## config.mk

```make
export PLATFORM = sky130hd
export DESIGN_NAME = dpm_div_pipe
export DESIGN_NICKNAME = d
export VERILOG_FILES = /design/src/hw/rtl/dpm_div_pipe.sv
export SDC_FILE = /design/constraint.sdc
export NUM_CORES = 2
export LEC_CHECK = 0
export BUFFER_PORTS_ARGS = -buffer_cell sky130_fd_sc_hd__buf_4
export CAP_MARGIN = 20
export CORE_MARGIN = 1.5
export CORE_UTILIZATION = 32
export CTS_CLUSTER_SIZE = 28
export DETAILED_ROUTE_END_ITERATION = 16
export GPL_TIMING_DRIVEN = 0
export SLEW_MARGIN = 20
export SYNTH_ARGS = -nofsm -noshare
export SYNTH_HDL_FRONTEND = slang
export SYNTH_SLANG_ARGS = --single-unit
```

## constraint.sdc

```tcl
create_clock -name aclk -period 4.1 [get_ports aclk]
set_input_delay 0.205 -clock aclk [delete_from_list [all_inputs] [get_ports aclk]]
set_output_delay 0.205 -clock aclk [all_outputs]
set_load 0.05 [all_outputs]
```

## src/hw/rtl/dpm_div_pipe.sv

```systemverilog
// Pipelined restoring divider, one quotient bit per stage, with sideband.
// Standalone; used twice by dew_point_magnus_core.
`default_nettype none

module dpm_div_pipe #(
    parameter int QW = 32,
    parameter int DW = 26,
    parameter int HW = 15,
    parameter int SW = 4
) (
    input  wire logic          aclk,
    input  wire logic          aresetn,
    input  wire logic          adv,
    input  wire logic          in_valid,
    input  wire logic [HW-1:0] in_num_hi,
    input  wire logic [QW-1:0] in_num_lo,
    input  wire logic [DW-1:0] in_den,
    input  wire logic [SW-1:0] in_side,
    output logic               out_valid,
    output logic [QW-1:0]      out_quo,
    output logic [SW-1:0]      out_side
);

    // Caller guarantees in_num_hi < in_den, so the quotient fits in QW bits.
    logic          vld_reg  [0:QW];
    logic [QW-1:0] wrk_reg  [0:QW];
    logic [SW-1:0] side_reg [0:QW];
    logic [DW-1:0] rem_reg  [0:QW-1];
    logic [DW-1:0] den_reg  [0:QW-1];

    always_ff @(posedge aclk) begin
        if (!aresetn) begin
            vld_reg[0] <= 1'b0;
        end else if (adv) begin
            vld_reg[0] <= in_valid;
        end
    end

    always_ff @(posedge aclk) begin
        if (adv) begin
            rem_reg[0]  <= DW'(in_num_hi);
            wrk_reg[0]  <= in_num_lo;
            den_reg[0]  <= in_den;
            side_reg[0] <= in_side;
        end
    end

    for (genvar s = 1; s <= QW; s++) begin : g_step
        logic [DW:0]   trial;
        logic          take;
        logic [QW-1:0] wrk_next;

        always_comb begin
            trial    = {rem_reg[s-1], wrk_reg[s-1][QW-1]};
            take     = trial >= {1'b0, den_reg[s-1]};
            // shift the next dividend bit out, the quotient bit in
            wrk_next = {wrk_reg[s-1][QW-2:0], take};
        end

        always_ff @(posedge aclk) begin
            if (!aresetn) begin
                vld_reg[s] <= 1'b0;
            end else if (adv) begin
                vld_reg[s] <= vld_reg[s-1];
            end
        end

        always_ff @(posedge aclk) begin
            if (adv) begin
                wrk_reg[s]  <= wrk_next;
                side_reg[s] <= side_reg[s-1];
            end
        end

        if (s < QW) begin : g_carry
            logic [DW-1:0] rem_next;

            always_comb begin
                rem_next = take ? DW'(trial - {1'b0, den_reg[s-1]}) : trial[DW-1:0];
            end

            always_ff @(posedge aclk) begin
                if (adv) begin
                    rem_reg[s] <= rem_next;
                    den_reg[s] <= den_reg[s-1];
                end
            end
        end
    end

    assign out_valid = vld_reg[QW];
    assign out_quo   = wrk_reg[QW];
    assign out_side  = side_reg[QW];

endmodule

`default_nettype wire

```

==> impl_metrics.env <==
export IMPL_final_cells=17017
export IMPL_grt_util_all_layers_pct=13.1
export IMPL_cts_max_path_buffers=4
export IMPL_fmax_mhz=251
export IMPL_drt_wl_total_mm=294
export IMPL_area_delta_synth_final_pct=16.3
export IMPL_fin_skew_ns=0.0538
export IMPL_overflow=0
export IMPL_n_fill_cell=40582
export IMPL_worstPathArrival_ns=4.67
export IMPL_slew_headroom_pct=31.8
export IMPL_num_io_pins=118
export IMPL_cts_buffers=334
export IMPL_synthSimpleGateAreaFrac_pct=6.78
export IMPL_cap_violations=0
export IMPL_vias=81597
export IMPL_end_kind="flop"
export IMPL_seqCellArea_um2=86300
export IMPL_grt_first_pass_wirelength_mm=452
export IMPL_initial_core_util_pct=32.2
export IMPL_hold_path_class="in2reg"
export IMPL_finalHoldViolCount=0
export IMPL_io_buffers=117
export IMPL_cp_max_fo=4
export IMPL_ir_drop_mv=0.369
export IMPL_async_reset_ff_share_pct=0
export IMPL_wl_per_cell_um=17.2
export IMPL_worstRegToRegCells=14
export IMPL_power_leakage_nw=61.8
export IMPL_outcome="finished, final reports clean"
export IMPL_whs_ns=0.219
export IMPL_drc=0
export IMPL_fin_crit_ns=3.99
export IMPL_die_area_um2=431000
export IMPL_synth_edff_count=2873
export IMPL_synth_distinct_cells=90
export IMPL_cp_startpoint="wrk_reg[17][31]"
export IMPL_synth_top_family_by_area="compound AO/OA/AOI/OAI gates"
export IMPL_ant_nets=0
export IMPL_cts_root_buf="clkbuf_16"
export IMPL_r2r_start="wrk_reg[17][31]"
export IMPL_multi_input_area_um2=46200
export IMPL_ys_warn_count=0
export IMPL_power_per_cell_area_nw_per_um2=753
export IMPL_synth_cells=10414
export IMPL_synth_area_mux_share_pct=3.06
export IMPL_fin_util_pct=37.5
export IMPL_seq_area_frac_synth_pct=63.1
export IMPL_synth_adder_area_share_pct=7.98
export IMPL_r2r_slack_ns=0.11
export IMPL_antenna_found_initial=8
export IMPL_drive_above_1_share_pct=10.6
export IMPL_r2r_end="rem_reg[1][74]"
export IMPL_period_share_pct=97.3
export IMPL_firstDrtPassIters=6
export IMPL_core_rowCount=239
export IMPL_ys_seq_elements=2874
export IMPL_dp_cells=16219
export IMPL_die_h_um=657
export IMPL_worstPathRequired_ns=4.78
export IMPL_largest_reg_flops=1056
export IMPL_cp_start_kind="flop"
export IMPL_cts_clk_slew_worst_paths_ns=0.06
export IMPL_synth_xor_area_share_pct=4.32
export IMPL_fin_nets=12007
export IMPL_synth_main_ff_cell="edfxtp_1"
export IMPL_syn_avg_cell_area_um2=13.1
export IMPL_grt_pass1_vias=79018
export IMPL_dp_hpwl_mm=209
export IMPL_finalSetupViolCount=0
export IMPL_design_power_total_mw=120
export IMPL_die_x_um=657
export IMPL_avgViaCountPerCell=4.80
export IMPL_slew_viol_final=0
export IMPL_worstSetupPathType="reg2reg"
export IMPL_endpoint="rem_reg[1][74]"
export IMPL_first_iter_violations=6181
export IMPL_clock_sinks=2874
export IMPL_htree_num_levels=5
export IMPL_post_place_ws_ns=-0.676
export IMPL_cts_tree="yes"
export IMPL_grt_max_degree=155
export IMPL_gp_congestion=0.869
export IMPL_worstMarginPinSlew_ns=1.01
export IMPL_core_area_um2=425000
export IMPL_syn_nets=11348
export IMPL_postLayoutSetupSlackWorst_ns=0.112
export IMPL_clk_latency_ns=0.95
export IMPL_synthesis_area_um2=137000
export IMPL_synth_compound_area_share_pct=11.3
## cell usage after synthesis, drive strengths merged (18+ instances only)
cell / n / area share [%]
o21ai: 581 / 2.1
or3: 20 / 0.092
a311oi: 19 / 0.12
nand2: 604 / 1.7
o211ai: 33 / 0.19
and3: 92 / 0.42
a211oi: 67 / 0.38
edfxtp: 2873 / 63
a31o: 18 / 0.12
clkbuf: 157 / 0.43
o31a: 19 / 0.12
a221oi: 25 / 0.16
o31ai: 45 / 0.25
nor4: 41 / 0.19
xor2: 276 / 1.8
a21o: 388 / 2.1
ha: 822 / 7.5
buf: 35 / 0.15
nor2: 494 / 1.4
and2: 29 / 0.13
nand4: 116 / 0.53
a21oi: 793 / 2.9
nand3: 142 / 0.52
inv: 1031 / 2.8
xnor2: 399 / 2.6
nor3: 118 / 0.43
a211o: 28 / 0.18
fa: 31 / 0.45
mux2i: 20 / 0.15
o21bai: 118 / 0.65
nor2b: 102 / 0.47
o21a: 88 / 0.48
nand2b: 101 / 0.46
mux2: 348 / 2.9
or2: 22 / 0.10
a31oi: 75 / 0.35
## critical path, stage by stage, from the launching register on
cell	delay, ns
edfxtp_1	0.36
inv_1	0.24
ha_1	0.23
inv_1	0.06
fa_1	0.40
a21o_1	0.22
a311o_1	0.37
a21o_1	0.22
a21oi_4	0.25
o21ai_0	0.20
a31oi_2	0.38
o31ai_1	0.22
a31oi_1	0.25
xnor2_1	0.08
mux2_2	0.27
## worst min path at each step
stage	start	end	slack, ns	cells past startpoint
floorplan	in_den[0]	den_reg[0][0]	0.30	0
global placement	in_num_lo[2]	wrk_reg[0][2]	0.38	1
detailed placement	in_side[3]	side_reg[0][3]	0.38	1
CTS	aresetn	vld_reg[29]	0.09	3
global route	aresetn	vld_reg[29]	0.15	3
finish	aresetn	vld_reg[30]	0.22	3
## repair_timing
item,in CTS,in global routing
setup buffers,7,13
hold endpoints to repair,238,0
pin swaps,3,9
gates resized for setup,51,117
endpoints found under the setup margin,349,480
hold buffers,162,0
gates cloned,0,1
## final cells by class
type,instances,share of cell area (%)
tap,5663,4.45
clock buffer,415,5.54
multi-input combinational,6317,29.0
timing repair buffer,325,2.18
inverter,1031,2.44
clock inverter,200,1.56
sequential,2874,54.3
buffer,190,0.547
antenna,2,0.00315
## power breakdown
group,switching (mW),internal [mW]
clock network,12.4,18.2
registers,3.42,40.7
logic,25.4,19.6
## metrics by stage
step	TNS [ns]	cell area (um^2)
2_1_floorplan	0	137000
3_3_place_gp	-	145000
3_5_place_dp	-80.80	145000
4_1_cts	0	159000
5_1_grt	-0.0165	159000
6_report	0	159000
## per-layer routing
layer | vias to the layer above | part of all wire [%] | GRT usage (%) | routed length [um]
met4 | 0 | 2.8 | 3.89 | 8360
li1 | 40024 | - | - | -
met3 | 465 | 4.6 | 2.11 | 13500
met1 | 39472 | 46 | 17.7 | 134000
met5 | - | 0 | 0 | 0
met2 | 1636 | 47 | 21.7 | 137000
## cell families (layout without fill, tap and decap cells)
| logic type | after synthesis | after routing |
|---|---|---|
| XOR/XNOR | 675 | 675 |
| AND/OR/NAND/NOR | 1949 | 1949 |
| AO/OA/AOI/OAI | 2472 | 2472 |
| multiplexers | 368 | 368 |
| flip-flops | 2874 | 2874 |
| buffers and inverters | 1223 | 2161 |
| other | 0 | 2 |
| adder cells (fa/ha/maj) | 853 | 853 |
## placed cells by master, fill, tap and decap left out, types with 32 or more instances in the layout
| master | netlist | routed |
|---|---|---|
| a31oi_1 | 73 | 67 |
| clkbuf_1 | 157 | 191 |
| inv_1 | 1031 | 1029 |
| a21o_1 | 388 | 388 |
| nand2_1 | 604 | 604 |
| dlygate4sd3_1 | 0 | 158 |
| a21oi_1 | 793 | 782 |
| ha_1 | 822 | 822 |
| nand4_1 | 116 | 116 |
| o31ai_1 | 45 | 40 |
| nor4_1 | 41 | 38 |
| xor2_1 | 276 | 276 |
| buf_4 | 2 | 139 |
| nor2_1 | 494 | 494 |
| o21a_1 | 88 | 88 |
| o21ai_0 | 571 | 564 |
| bufinv_16 | 0 | 45 |
| clkinv_2 | 0 | 51 |
| nor2b_1 | 101 | 101 |
| and3_1 | 92 | 92 |
| nor3_1 | 118 | 116 |
| a211oi_1 | 65 | 59 |
| mux2_2 | 331 | 331 |
| clkinv_1 | 0 | 53 |
| o21bai_1 | 118 | 117 |
| nand2b_1 | 101 | 100 |
| xnor2_1 | 399 | 399 |
| nand3_1 | 142 | 141 |
| clkbuf_16 | 0 | 342 |
| clkbuf_2 | 0 | 32 |
| edfxtp_1 | 2873 | 2873 |
(Power assumes the default switching activity.)
